File: config.mk
export PLATFORM = sky130hd
export DESIGN_NAME = tilt_complementary_filter_unit
export DESIGN_NICKNAME = d
export VERILOG_FILES = /design/src/hw/rtl/tcf_pkg.sv /design/src/hw/rtl/tcf_mac.sv /design/src/hw/rtl/tcf_ctrl.sv /design/src/hw/rtl/tilt_complementary_filter_unit.sv
export SDC_FILE = /design/constraint.sdc
export NUM_CORES = 2
export LEC_CHECK = 0
export ABC_AREA = 1
export BUFFER_PORTS_ARGS = -buffer_cell sky130_fd_sc_hd__buf_2
export CORE_MARGIN = 5
export CORE_UTILIZATION = 50
export CTS_BUF_LIST = sky130_fd_sc_hd__clkbuf_16
export DETAILED_ROUTE_END_ITERATION = 16
export PLACE_DENSITY = 0.7
export SYNTH_ARGS = -nofsm -noshare
export SYNTH_HDL_FRONTEND = slang
export SYNTH_SLANG_ARGS = --single-unit
File: constraint.sdc
create_clock -name clk -period 26.1 [get_ports clk]
set_clock_uncertainty 0.1 [all_clocks]
set_input_delay 3.915 -clock clk [delete_from_list [all_inputs] [get_ports clk]]
set_output_delay 3.915 -clock clk [all_outputs]
set_load 0.02 [all_outputs]
File: src/hw/rtl/tcf_pkg.sv
// Shared types, constants and helper functions for the tilt complementary filter.
// Used by tcf_mac, tcf_ctrl and tilt_complementary_filter_unit; no dependencies.
package tcf_pkg;

	localparam int SAMPLE_W = 32;
	localparam int OP_A_W   = SAMPLE_W + 1;      // sample difference/sum needs one extra bit
	localparam int OP_B_W   = 18;                // signed coefficient, covers 0..65535 and -1
	localparam int ACC_W    = SAMPLE_W + OP_B_W; // 33x18 product and sums fit in here
	localparam int REG_W    = 16;
	localparam int APB_AW   = 3;
	localparam int APB_DW   = 32;

	localparam int ALPHA_ONE     = 32768;
	localparam int ALPHA_RESET   = 32113;
	localparam int PERIOD_RESET  = 1311;
	localparam int ROOT_HALF_Q15 = 23170;
	localparam int ROUND_Q15     = 16384;
	localparam int Q15_SHIFT     = 15;
	localparam int Q16_SHIFT     = 16;

	localparam logic REG_ALPHA  = 1'b0;
	localparam logic REG_PERIOD = 1'b1;

	typedef enum logic [3:0] {
		ST_IDLE,
		ST_DIFF,
		ST_RATE_A,
		ST_SUM,
		ST_RATE_B,
		ST_INC,
		ST_PRED,
		ST_MIX_P,
		ST_MIX_M,
		ST_FIN
	} step_t;

	typedef struct packed {
		step_t step;
		logic  ax;       // 0: first tilt axis, 1: second
		logic  fin_go;   // result register loaded this cycle
	} ctrl_t;

	typedef struct packed {
		logic                       restart;
		logic signed [SAMPLE_W-1:0] in_position;
		logic signed [SAMPLE_W-1:0] in_angle_a;
		logic signed [SAMPLE_W-1:0] in_angle_b;
		logic signed [SAMPLE_W-1:0] in_rate_x;
		logic signed [SAMPLE_W-1:0] in_rate_y;
		logic signed [SAMPLE_W-1:0] in_rate_z;
		logic signed [SAMPLE_W-1:0] in_aux_one;
		logic signed [SAMPLE_W-1:0] in_aux_two;
		logic signed [SAMPLE_W-1:0] in_aux_three;
	} sample_t;

	typedef struct packed {
		logic signed [SAMPLE_W-1:0] out_position;
		logic signed [SAMPLE_W-1:0] out_angle_a;
		logic signed [SAMPLE_W-1:0] out_angle_b;
		logic signed [SAMPLE_W-1:0] out_rate_x;
		logic signed [SAMPLE_W-1:0] out_rate_y;
		logic signed [SAMPLE_W-1:0] out_rate_z;
		logic signed [SAMPLE_W-1:0] out_aux_one;
		logic signed [SAMPLE_W-1:0] out_aux_two;
		logic signed [SAMPLE_W-1:0] out_aux_three;
	} result_t;

	function automatic logic signed [OP_A_W-1:0] ext_a(input logic signed [SAMPLE_W-1:0] x);
		return {x[SAMPLE_W-1], x};
	endfunction

	function automatic logic signed [ACC_W-1:0] ext_c(input logic signed [SAMPLE_W-1:0] x);
		return {{(ACC_W-SAMPLE_W){x[SAMPLE_W-1]}}, x};
	endfunction

	function automatic logic signed [SAMPLE_W-1:0] sat_w(input logic signed [ACC_W-1:0] v);
		logic signed [ACC_W-1:0] hi;
		logic signed [ACC_W-1:0] lo;
		hi = {{(ACC_W-SAMPLE_W+1){1'b0}}, {(SAMPLE_W-1){1'b1}}};
		lo = ~hi;
		if (v > hi) begin
			return hi[SAMPLE_W-1:0];
		end else if (v < lo) begin
			return lo[SAMPLE_W-1:0];
		end
		return v[SAMPLE_W-1:0];
	endfunction

endpackage

File: src/hw/rtl/tcf_mac.sv
// Shared multiply-accumulate unit: acc <= a * b + c, registered.
// Depends on tcf_pkg for operand widths.
module tcf_mac import tcf_pkg::*; (
	input  logic                     clk,
	input  logic                     en,
	input  logic signed [OP_A_W-1:0] a,
	input  logic signed [OP_B_W-1:0] b,
	input  logic signed [ACC_W-1:0]  c,
	output logic signed [ACC_W-1:0]  acc
);

	logic signed [OP_A_W+OP_B_W-1:0] prod;
	logic signed [ACC_W-1:0]         acc_q;

	assign prod = a * b;

	always_ff @(posedge clk) begin
		if (en) begin
			acc_q <= prod[ACC_W-1:0] + c;
		end
	end

	assign acc = acc_q;

endmodule

File: src/hw/rtl/tcf_ctrl.sv
// Step sequencer for the filter: walks the MAC through rate, predict and blend steps.
// Depends on tcf_pkg for step_t and ctrl_t.
module tcf_ctrl import tcf_pkg::*; (
	input  logic  clk,
	input  logic  arst_n,
	input  logic  start,      // sample transfer this cycle
	input  logic  load_only,  // first or restart sample: no arithmetic
	input  logic  out_free,
	output ctrl_t ctrl
);

	step_t state_q, state_d;
	logic  ax_q, ax_d;

	always_ff @(posedge clk or negedge arst_n) begin
		if (!arst_n) begin
			state_q <= ST_IDLE;
			ax_q    <= 1'b0;
		end else begin
			state_q <= state_d;
			ax_q    <= ax_d;
		end
	end

	always_comb begin
		state_d     = state_q;
		ax_d        = ax_q;
		ctrl.fin_go = 1'b0;
		case (state_q)
			ST_IDLE: begin
				ax_d = 1'b0;
				if (start) begin
					state_d = load_only ? ST_FIN : ST_DIFF;
				end
			end
			ST_DIFF:   state_d = ST_RATE_A;
			ST_RATE_A: state_d = ST_SUM;
			ST_SUM:    state_d = ST_RATE_B;
			ST_RATE_B: state_d = ST_INC;
			ST_INC:    state_d = ST_PRED;
			ST_PRED:   state_d = ST_MIX_P;
			ST_MIX_P:  state_d = ST_MIX_M;
			ST_MIX_M: begin
				if (ax_q) begin
					state_d = ST_FIN;
				end else begin
					ax_d    = 1'b1;
					state_d = ST_INC;
				end
			end
			ST_FIN: begin
				if (out_free) begin
					ctrl.fin_go = 1'b1;
					state_d     = ST_IDLE;
				end
			end
			default: state_d = ST_IDLE;
		endcase
		ctrl.step = state_q;
		ctrl.ax   = ax_q;
	end

endmodule

File: src/hw/rtl/tilt_complementary_filter_unit.sv
// Top level of the two-axis tilt complementary filter: APB registers, sample and
// result registers, operand selection. Depends on tcf_pkg, tcf_mac and tcf_ctrl.
//
// Usage:
//   sample/sample_valid/sample_ready carry one sample vector per transfer;
//   result/result_valid/result_ready carry one result per sample, in order.
//   alpha (0x0) and sample_period (0x4) are to be written over the APB port while
//   idle; the unit itself does not enforce this.
// Timing:
//   The single multiply-accumulate unit works a normal sample in 12 dependent
//   steps (rates, then predict and blend for each axis), then a finish step.
//   A first or restart sample only reloads the estimates and goes straight to
//   the finish step. While a sample is being worked on sample_ready is low,
//   so the next sample is taken only once the previous one has left its
//   finish step.
// Reset:
//   arst_n clears the sequencer, estimates go to zero, the next sample is
//   treated as a first sample, and the registers return to their defaults.
// Stall:
//   A result waiting on result_ready is held in the output register; the unit
//   takes and works on the next sample meanwhile and holds it in its finish
//   step until the output register is free.
module tilt_complementary_filter_unit import tcf_pkg::*; (
	input  logic              clk,
	input  logic              arst_n,
	input  logic              psel,
	input  logic              penable,
	input  logic              pwrite,
	input  logic [APB_AW-1:0] paddr,
	input  logic [APB_DW-1:0] pwdata,
	output logic [APB_DW-1:0] prdata,
	output logic              pready,
	input  sample_t           sample,
	input  logic              sample_valid,
	output logic              sample_ready,
	output result_t           result,
	output logic              result_valid,
	input  logic              result_ready
);

	logic [REG_W-1:0] alpha_q;
	logic [REG_W-1:0] period_q;
	logic [REG_W:0]   alpha_c;
	logic [REG_W:0]   alpha_inv;
	logic             cfg_wr;

	sample_t                    in_q;
	logic                       pass_q;
	logic                       first_q;
	logic signed [SAMPLE_W-1:0] est_a_q;
	logic signed [SAMPLE_W-1:0] est_b_q;
	logic signed [SAMPLE_W-1:0] rate_a_q;
	logic signed [SAMPLE_W-1:0] rate_b_q;
	result_t                    result_q;
	logic                       result_valid_q;

	ctrl_t                      ctrl;
	logic                       sample_fire;
	logic                       load_only;
	logic                       out_free;
	logic                       mac_en;
	logic signed [OP_A_W-1:0]   op_a;
	logic signed [OP_B_W-1:0]   op_b;
	logic signed [ACC_W-1:0]    op_c;
	logic signed [ACC_W-1:0]    acc;
	logic signed [SAMPLE_W-1:0] blend;

	// configuration registers
	assign cfg_wr = psel & penable & pwrite;
	assign pready = 1'b1;
	assign prdata = (paddr[2] == REG_PERIOD) ? {{(APB_DW-REG_W){1'b0}}, period_q}
	                                         : {{(APB_DW-REG_W){1'b0}}, alpha_q};

	always_ff @(posedge clk or negedge arst_n) begin
		if (!arst_n) begin
			alpha_q  <= REG_W'(ALPHA_RESET);
			period_q <= REG_W'(PERIOD_RESET);
		end else if (cfg_wr) begin
			if (paddr[2] == REG_ALPHA) begin
				alpha_q <= pwdata[REG_W-1:0];
			end else begin
				period_q <= pwdata[REG_W-1:0];
			end
		end
	end

	// weights above one act as one
	assign alpha_c   = ({1'b0, alpha_q} > (REG_W+1)'(ALPHA_ONE)) ? (REG_W+1)'(ALPHA_ONE)
	                                                             : {1'b0, alpha_q};
	assign alpha_inv = (REG_W+1)'(ALPHA_ONE) - alpha_c;

	// handshakes
	assign sample_ready = (ctrl.step == ST_IDLE);
	assign sample_fire  = sample_valid & sample_ready;
	assign load_only    = first_q | sample.restart;
	assign out_free     = ~result_valid_q | result_ready;

	tcf_ctrl u_ctrl (
		.clk       (clk),
		.arst_n    (arst_n),
		.start     (sample_fire),
		.load_only (load_only),
		.out_free  (out_free),
		.ctrl      (ctrl)
	);

	// operand selection for the shared unit
	always_comb begin
		mac_en = 1'b1;
		op_a   = '0;
		op_b   = '0;
		op_c   = '0;
		case (ctrl.step)
			ST_DIFF: begin
				op_a = ext_a(in_q.in_rate_x);
				op_b = {OP_B_W{1'b1}};
				op_c = ext_c(in_q.in_rate_y);
			end
			ST_RATE_A: begin
				op_a = acc[OP_A_W-1:0];
				op_b = OP_B_W'(ROOT_HALF_Q15);
				op_c = ACC_W'(ROUND_Q15);
			end
			ST_SUM: begin
				op_a = ext_a(in_q.in_rate_x);
				op_b = OP_B_W'(1);
				op_c = ext_c(in_q.in_rate_y);
			end
			ST_RATE_B: begin
				// floor half of the rate sum, negated, plus the third rate
				op_a = ext_a(acc[SAMPLE_W:1]);
				op_b = {OP_B_W{1'b1}};
				op_c = ext_c(in_q.in_rate_z);
			end
			ST_INC: begin
				op_a = ext_a(ctrl.ax ? rate_b_q : rate_a_q);
				op_b = {{(OP_B_W-REG_W){1'b0}}, period_q};
				op_c = '0;
			end
			ST_PRED: begin
				op_a = ext_a(acc[Q16_SHIFT +: SAMPLE_W]);
				op_b = OP_B_W'(1);
				op_c = ext_c(ctrl.ax ? est_b_q : est_a_q);
			end
			ST_MIX_P: begin
				op_a = ext_a(sat_w(acc));
				op_b = {{(OP_B_W-REG_W-1){1'b0}}, alpha_c};
				op_c = ACC_W'(ROUND_Q15);
			end
			ST_MIX_M: begin
				op_a = ext_a(ctrl.ax ? in_q.in_angle_b : in_q.in_angle_a);
				op_b = {{(OP_B_W-REG_W-1){1'b0}}, alpha_inv};
				op_c = acc;
			end
			default: mac_en = 1'b0;
		endcase
	end

	tcf_mac u_mac (
		.clk (clk),
		.en  (mac_en),
		.a   (op_a),
		.b   (op_b),
		.c   (op_c),
		.acc (acc)
	);

	assign blend = sat_w(acc >>> Q15_SHIFT);

	// sample register
	always_ff @(posedge clk) begin
		if (sample_fire) begin
			in_q   <= sample;
			pass_q <= load_only;
		end
	end

	// intermediate rates
	always_ff @(posedge clk) begin
		if (ctrl.step == ST_SUM) begin
			rate_a_q <= blend;
		end
		if (ctrl.step == ST_INC && !ctrl.ax) begin
			rate_b_q <= sat_w(acc);
		end
	end

	// filter state
	always_ff @(posedge clk or negedge arst_n) begin
		if (!arst_n) begin
			first_q <= 1'b1;
			est_a_q <= '0;
			est_b_q <= '0;
		end else begin
			if (sample_fire) begin
				first_q <= 1'b0;
				if (load_only) begin
					est_a_q <= sample.in_angle_a;
					est_b_q <= sample.in_angle_b;
				end
			end
			if (ctrl.step == ST_INC && ctrl.ax) begin
				est_a_q <= blend;
			end
			if (ctrl.fin_go && !pass_q) begin
				est_b_q <= blend;
			end
		end
	end

	// output register
	always_ff @(posedge clk or negedge arst_n) begin
		if (!arst_n) begin
			result_valid_q <= 1'b0;
		end else if (ctrl.fin_go) begin
			result_valid_q <= 1'b1;
		end else if (result_ready) begin
			result_valid_q <= 1'b0;
		end
	end

	always_ff @(posedge clk) begin
		if (ctrl.fin_go) begin
			result_q.out_position  <= pass_q ? in_q.in_position : '0;
			result_q.out_angle_a   <= pass_q ? in_q.in_angle_a : est_a_q;
			result_q.out_angle_b   <= pass_q ? in_q.in_angle_b : blend;
			result_q.out_rate_x    <= in_q.in_rate_x;
			result_q.out_rate_y    <= in_q.in_rate_y;
			result_q.out_rate_z    <= in_q.in_rate_z;
			result_q.out_aux_one   <= in_q.in_aux_one;
			result_q.out_aux_two   <= in_q.in_aux_two;
			result_q.out_aux_three <= in_q.in_aux_three;
		end
	end

	assign result       = result_q;
	assign result_valid = result_valid_q;

	// a transfer always leaves the unit busy in the cycle after it
	a_busy_after_fire: assert property (@(posedge clk) disable iff (!arst_n)
		sample_fire |=> !sample_ready)
		else $error("sample_ready high right after a sample transfer");

	// a finished result always lands in the output register
	a_fin_loads_out: assert property (@(posedge clk) disable iff (!arst_n)
		ctrl.fin_go |=> result_valid)
		else $error("finish step did not raise result_valid");

	// estimates hold while the unit is idle and no sample is offered
	a_est_hold_idle: assert property (@(posedge clk) disable iff (!arst_n)
		(sample_ready && !sample_valid) |=> ($stable(est_a_q) && $stable(est_b_q)))
		else $error("estimate changed while idle");

	// the finish step never overwrites a result still waiting
	a_no_overwrite: assert property (@(posedge clk) disable iff (!arst_n)
		(result_valid && !result_ready) |-> !ctrl.fin_go)
		else $error("result register overwritten while stalled");

endmodule
### Word-level counts from Yosys, hierarchy flattened

Cells that the tools add are included.

| word-level totals | value |
|---|---|
| register bits | 794 |
| input bits | 331 |
| output and inout port bits | 323 |
| logic and storage cells | 118 |

| operators by class | value |
|---|---|
| $add $sub $neg | 2 |
| multipliers | 1 |
| $lt $le $gt $ge | 5 |
| equality and inequality tests | 11 |
| mux-type cells | 40 |
| bitwise logic cells | 7 |
| reduce and logical (&&, ||, !) cells | 22 |

Operator list:

| kind | number |
|---|---|
| $mux 32 | 18 |
| $pmux 50 s5 | 1 |
| $pmux 33 s7 | 1 |
| $pmux 18 s6 | 1 |
| $add 50x50->50 | 1 |
| $gt 50x32->1 const B | 1 |
| $lt 50x32->1 const B | 1 |
| $mul 33x18->50 | 1 |
| $pmux 4 s10 | 1 |
| $gt 35x32->1 const B | 1 |
| $lt 35x32->1 const B | 1 |
| $mux 16 | 2 |
| $sub 16x16->17 const A | 1 |
| $eq 4x3->1 const B | 4 |
| $gt 16x16->1 const B | 1 |
| $mux 4 | 4 |
| $reduce_bool 2->1 | 6 |
| $mux 1 | 11 |
| $reduce_and 2->1 | 5 |
| $eq 4x2->1 const B | 2 |
| $eq 4x4->1 const B | 2 |
| $reduce_or 2->1 | 4 |
| $reduce_or 8->1 | 1 |
| $eq 4x1->1 const B | 1 |
| other kinds (9) | 16 |

### Logic depth before layout (Yosys ltp)

| depth | value |
|---|---|
| depth after elaboration | 8 |
| depth in mapped cells | 49 |

### By module

From an unflattened synthesis, not the netlist that was laid out.

| unflattened totals | value |
|---|---|
| cells, all modules | 5608 |
| area total of the unflattened synthesis | 54474.7 sq um |

By module, submodules not included:

| module | times used | cells an instance | area an instance (sq um) |
|---|---|---|---|
| tilt_complementary_filter_unit | 1 | 2428 | 29403.2 |
| tcf_mac | 1 | 3139 | 24761.2 |
| tcf_ctrl | 1 | 41 | 310.3 |

### Worst setup path before layout

No wires, ideal clock.

| timing | value |
|---|---|
| path kind | input-to-reg |
| from | input port result_ready |
| to | register est_b_q[1] |
| data arrival time | 18492 ps |
| data required time | 25862 ps |
| setup slack | 7370 ps |
| stages on the path | 8 |
| path buffers | 1 |
| path through | nor2_1 -> nor2_1 -> nand2_1 -> inv_1 -> nor2_1 -> clkbuf_1 -> nand2_1 -> o21ai_0 |

RTL lines:

| element | RTL line | source |
|---|---|---|
| from (decl) | tilt_complementary_filter_unit.sv:38 | `input logic result_ready` |
| to (signal assigned) | tilt_complementary_filter_unit.sv:199 | `est_b_q <= sample.in_angle_b;` |
| to (signal assigned) | tilt_complementary_filter_unit.sv:206 | `est_b_q <= blend;` |
| to (decl) | tilt_complementary_filter_unit.sv:51 | `logic signed [SAMPLE_W-1:0] est_b_q;` |

### Final worst setup path

| timing | value |
|---|---|
| from | register u_ctrl.state_q[3] |
| to | register u_mac.acc_q[48] (netlist: u_mac.acc[48]), data pin |

| between the ends | value |
|---|---|
| word-level cells in the longest chain between the ends | 5 |

Ends and longest elaborated chain:

| element | RTL line | source |
|---|---|---|
| from (decl) | tcf_ctrl.sv:12 | `step_t state_q, state_d;` |
| from (signal assigned) | tcf_ctrl.sv:20 | `state_q <= state_d;` |
| $eq 4x2->1, or another cell as far along | tilt_complementary_filter_unit.sv:113 | `case (ctrl.step)` |
| $reduce_or 2->1 (no line) | -- |  |
| $pmux 33 s7 / $pmux 18 s6 (equally long branches) | tilt_complementary_filter_unit.sv:113 |  |
| $mul 33x18->50 | tcf_mac.sv:15 | `assign prod = a * b;` |
| $add 50x50->50 (*) | tcf_mac.sv:19 | `acc_q <= prod[ACC_W-1:0] + c;` |
| to (signal assigned) | tcf_mac.sv:19 |  |
| to (decl) | tcf_mac.sv:13 | `logic signed [ACC_W-1:0] acc_q;` |

Mark *: on every way between the ends. The rest lies on a longest branch, timed or not.
A chain may end at the register's enable or synchronous reset.

==> results.sh <==
export IMPL_status="completed"
export IMPL_clkTransAtPathRegs_ns=0.06
export IMPL_cpMostUsedCell="fa_1"
export IMPL_min_delay_path_class="reg2reg"
export IMPL_ios=654
export IMPL_synth_ff_type="edfxtp_1"
export IMPL_cts_buffers=78
export IMPL_drc=0
export IMPL_syn_avg_cell_area_um2=10.6
export IMPL_final_fill_count=8989
export IMPL_cp_arrival_ns=10.06
export IMPL_synth_largest_area_cell="edfxtp_1"
export IMPL_vias_per_cell=5.62
export IMPL_antenna_found_initial=30
export IMPL_synth_edf_count=691
export IMPL_cts_hold_buf=0
export IMPL_vias=39480
export IMPL_place_congestion=0.965
export IMPL_max_stage_delay_ns=0.78
export IMPL_initial_core_util=0.502
export IMPL_max_freq_mhz=102
export IMPL_portBuffers=618
export IMPL_hold_violations=0
export IMPL_rsz0062_at_grt="no"
export IMPL_reg2reg_slack_ns=16.28
export IMPL_finalCriticalPeriod_ns=9.82
export IMPL_cp_start_kind="register"
export IMPL_grt_pass1_wl_um=260000
export IMPL_max_cap_viol_count=0
export IMPL_nets=6615
export IMPL_antenna_left=0
export IMPL_cts_path_max_buffers=3
export IMPL_slew_viol_final=0
export IMPL_cts_max_level=3
export IMPL_overflow=0
export IMPL_ys_warnings_count=0
export IMPL_clock_sinks=794
export IMPL_die_area_um2=112000
export IMPL_clk_latency_ns=0.64
export IMPL_setup_tns_ns=0
export IMPL_coreArea_um2=105000
export IMPL_grt_pass1_vias=39794
export IMPL_ys_types=67
export IMPL_root_buffer="clkbuf_16"
export IMPL_setup_viol=0
export IMPL_grt_max_degree=81
export IMPL_criticalPathCategory="reg2reg"
export IMPL_synth_area_um2=52800
export IMPL_syn_to_final_growth_pct=13.3
export IMPL_fp_dieH_um=335
export IMPL_yosysSeqAreaShare=0.442
export IMPL_die_w_um=335
export IMPL_drive_gt1_frac=0.166
export IMPL_dp_hpwl_um=138000
export IMPL_crit_required_ns=26.34
export IMPL_grt_total_usage=0.313
export IMPL_drtIter0Drc=4722
export IMPL_yosysTopAreaCellShare=0.393
export IMPL_critPathMaxFanout=34
export IMPL_post_cts_resized=0
export IMPL_synth_area_top_cells="edfxtp_1 (39%), fa_1 (23%), nand2_1 (7.6%), inv_1 (6.8%), dfrtp_1 (4.0%)"
export IMPL_syn_inst=4975
export IMPL_cts_tree="built"
export IMPL_slew_headroom=0.242
export IMPL_rows=119
export IMPL_cts_setup_buffers=0
export IMPL_wl_per_cell_um=25.4
export IMPL_first_pass_iters=6
export IMPL_post_route_period_util=0.376
export IMPL_ys_ff_latch=794
export IMPL_wl_um=178000
export IMPL_slowest_stage="nor2_4"
export IMPL_worst_setup_path_end_kind="register"
export IMPL_async_flop_share=0.130
export IMPL_worst_slew_pin_slew_ns=1.14
==> state kept, by name, indices dropped and copies added (netlist names), 4 cells and up <==
register        cells
period_q           16
in_q              288
est_b_q            32
rate_a_q           32
u_mac.acc          50
est_a_q            32
alpha_q            16
rate_b_q           32
result            288
u_ctrl.state_q      4
==> metal layers <==
metal	vias to the layer above	wire length, µm	track usage
li1	16937	-	-
met1	19503	66400	0.416
met2	2596	83200	0.502
met3	434	20500	0.0815
met4	10	7870	0.117
met5	-	74	0
==> kinds of logic (layout without fill, tap and decap cells) <==
kind of cell             count (synthesis)  after routing  share of synthesized area
AND/OR/NAND/NOR                       1532           1532                      0.117
flip-flops                             794            794                      0.442
other                                    2             47                   0.000142
AO/OA/AOI/OAI                          651            651                     0.0761
buffers and inverters                 1194           1804                     0.0913
adder cells (fa/ha/maj)                750            750                      0.264
XOR/XNOR                                52             52                    0.00863
==> critical path, delay by kind of cell (launching register included) <==
kind                     cells  cell delay [ns]
buffers and inverters        6             1.36
AND/OR/NAND/NOR              5             2.11
XOR/XNOR                     1             0.23
flip-flops                   1             0.36
adder cells (fa/ha/maj)      8             3.71
AO/OA/AOI/OAI                7             1.63
==> cells in the final DEF (no fill, tap or decap), types with 9 or more instances in the layout <==
cell type	synthesis	layout
diode_2	0	30
nand2_2	14	15
fa_1	610	610
dfrtp_1	85	84
a221oi_1	25	24
nand4_1	15	15
clkinv_1	1	17
xor2_1	35	35
xnor2_1	17	17
nor3_1	14	14
a2111oi_0	20	20
buf_2	69	617
buf_4	39	64
conb_1	2	17
nor4_1	10	10
a22oi_1	13	13
a221o_1	9	9
o21ai_1	16	16
nand2_1	1065	1064
nor2_4	7	13
clkbuf_16	0	81
a21o_1	9	9
a21oi_1	146	146
inv_2	24	24
dfstp_2	18	18
nor2_1	309	302
o211ai_1	53	53
clkinv_2	0	15
nor2_2	25	26
o221ai_1	28	27
inv_1	950	963
ha_1	140	140
edfxtp_1	691	691
nand3_1	51	50
o21ai_0	273	273
==> cell type report <==
type	instances	area, µm²	area share
clock buffer	81	2030	0.0339
tap	1391	1740	0.0291
antenna	30	75.1	0.00126
clock inverter	65	582	0.00973
inverter	977	3670	0.0614
timing repair buffer	681	3570	0.0597
sequential	794	23400	0.390
multi-input combinational	3002	24800	0.415
==> cells in the mapped netlist, types with 5 or more instances <==
library cell  instances
nor4_1               10
buf_6                13
ha_1                140
nand2_2              14
o211ai_1             53
a2111oi_0            20
o21ai_0             273
nor2_1              309
a221o_1               9
o221ai_1             28
nor2_2               25
edfxtp_1            691
nor2_4                7
buf_2                69
xor2_1               35
o2111a_1              5
nor3_1               14
a22oi_1              13
nand2_1            1065
dfstp_2              18
inv_1               950
a21o_1                9
nand4_1              15
dfrtp_1              85
o21ai_1              16
o2111ai_1             6
clkbuf_1             79
buf_4                39
a221oi_1             25
a21oi_1             146
inv_2                24
xnor2_1              17
fa_1                610
buf_1                16
a31oi_1               6
nand2_4               6
nand3_1              51
==> worst paths after layout <==
kind                                         from  cells after the start             to
worst max-delay path            u_ctrl.state_q[3]                     27  u_mac.acc[48]
min in group asynchronous                  arst_n                      1   result_valid
max in group asynchronous                  arst_n                      2     est_b_q[8]
worst min-delay path                     in_q[33]                      0     result[33]
worst max register to register  u_ctrl.state_q[3]                     27  u_mac.acc[48]
worst min register to register           in_q[33]                      0     result[33]
==> stage by stage <==
step | cells | util | worst slack [ns] | hold WS (ns) | instance area [µm²]
floorplan | 4990 | - | 7.37 | 0.300 | 52900
global placement | 6845 | 0.543 | 16.49 | 0.300 | 57100
detailed placement | 6845 | 0.543 | 16.55 | 0.305 | 57100
CTS | 6991 | 0.568 | 16.48 | 0.315 | 59700
global route | 6998 | 0.568 | 15.83 | 0.323 | 59800
finish | 7021 | 0.569 | 16.28 | 0.313 | 59800
Power is left out: the tool's default activity adds up to more than one toggle a clock period on the data nets, which glitch-free logic cannot reach.
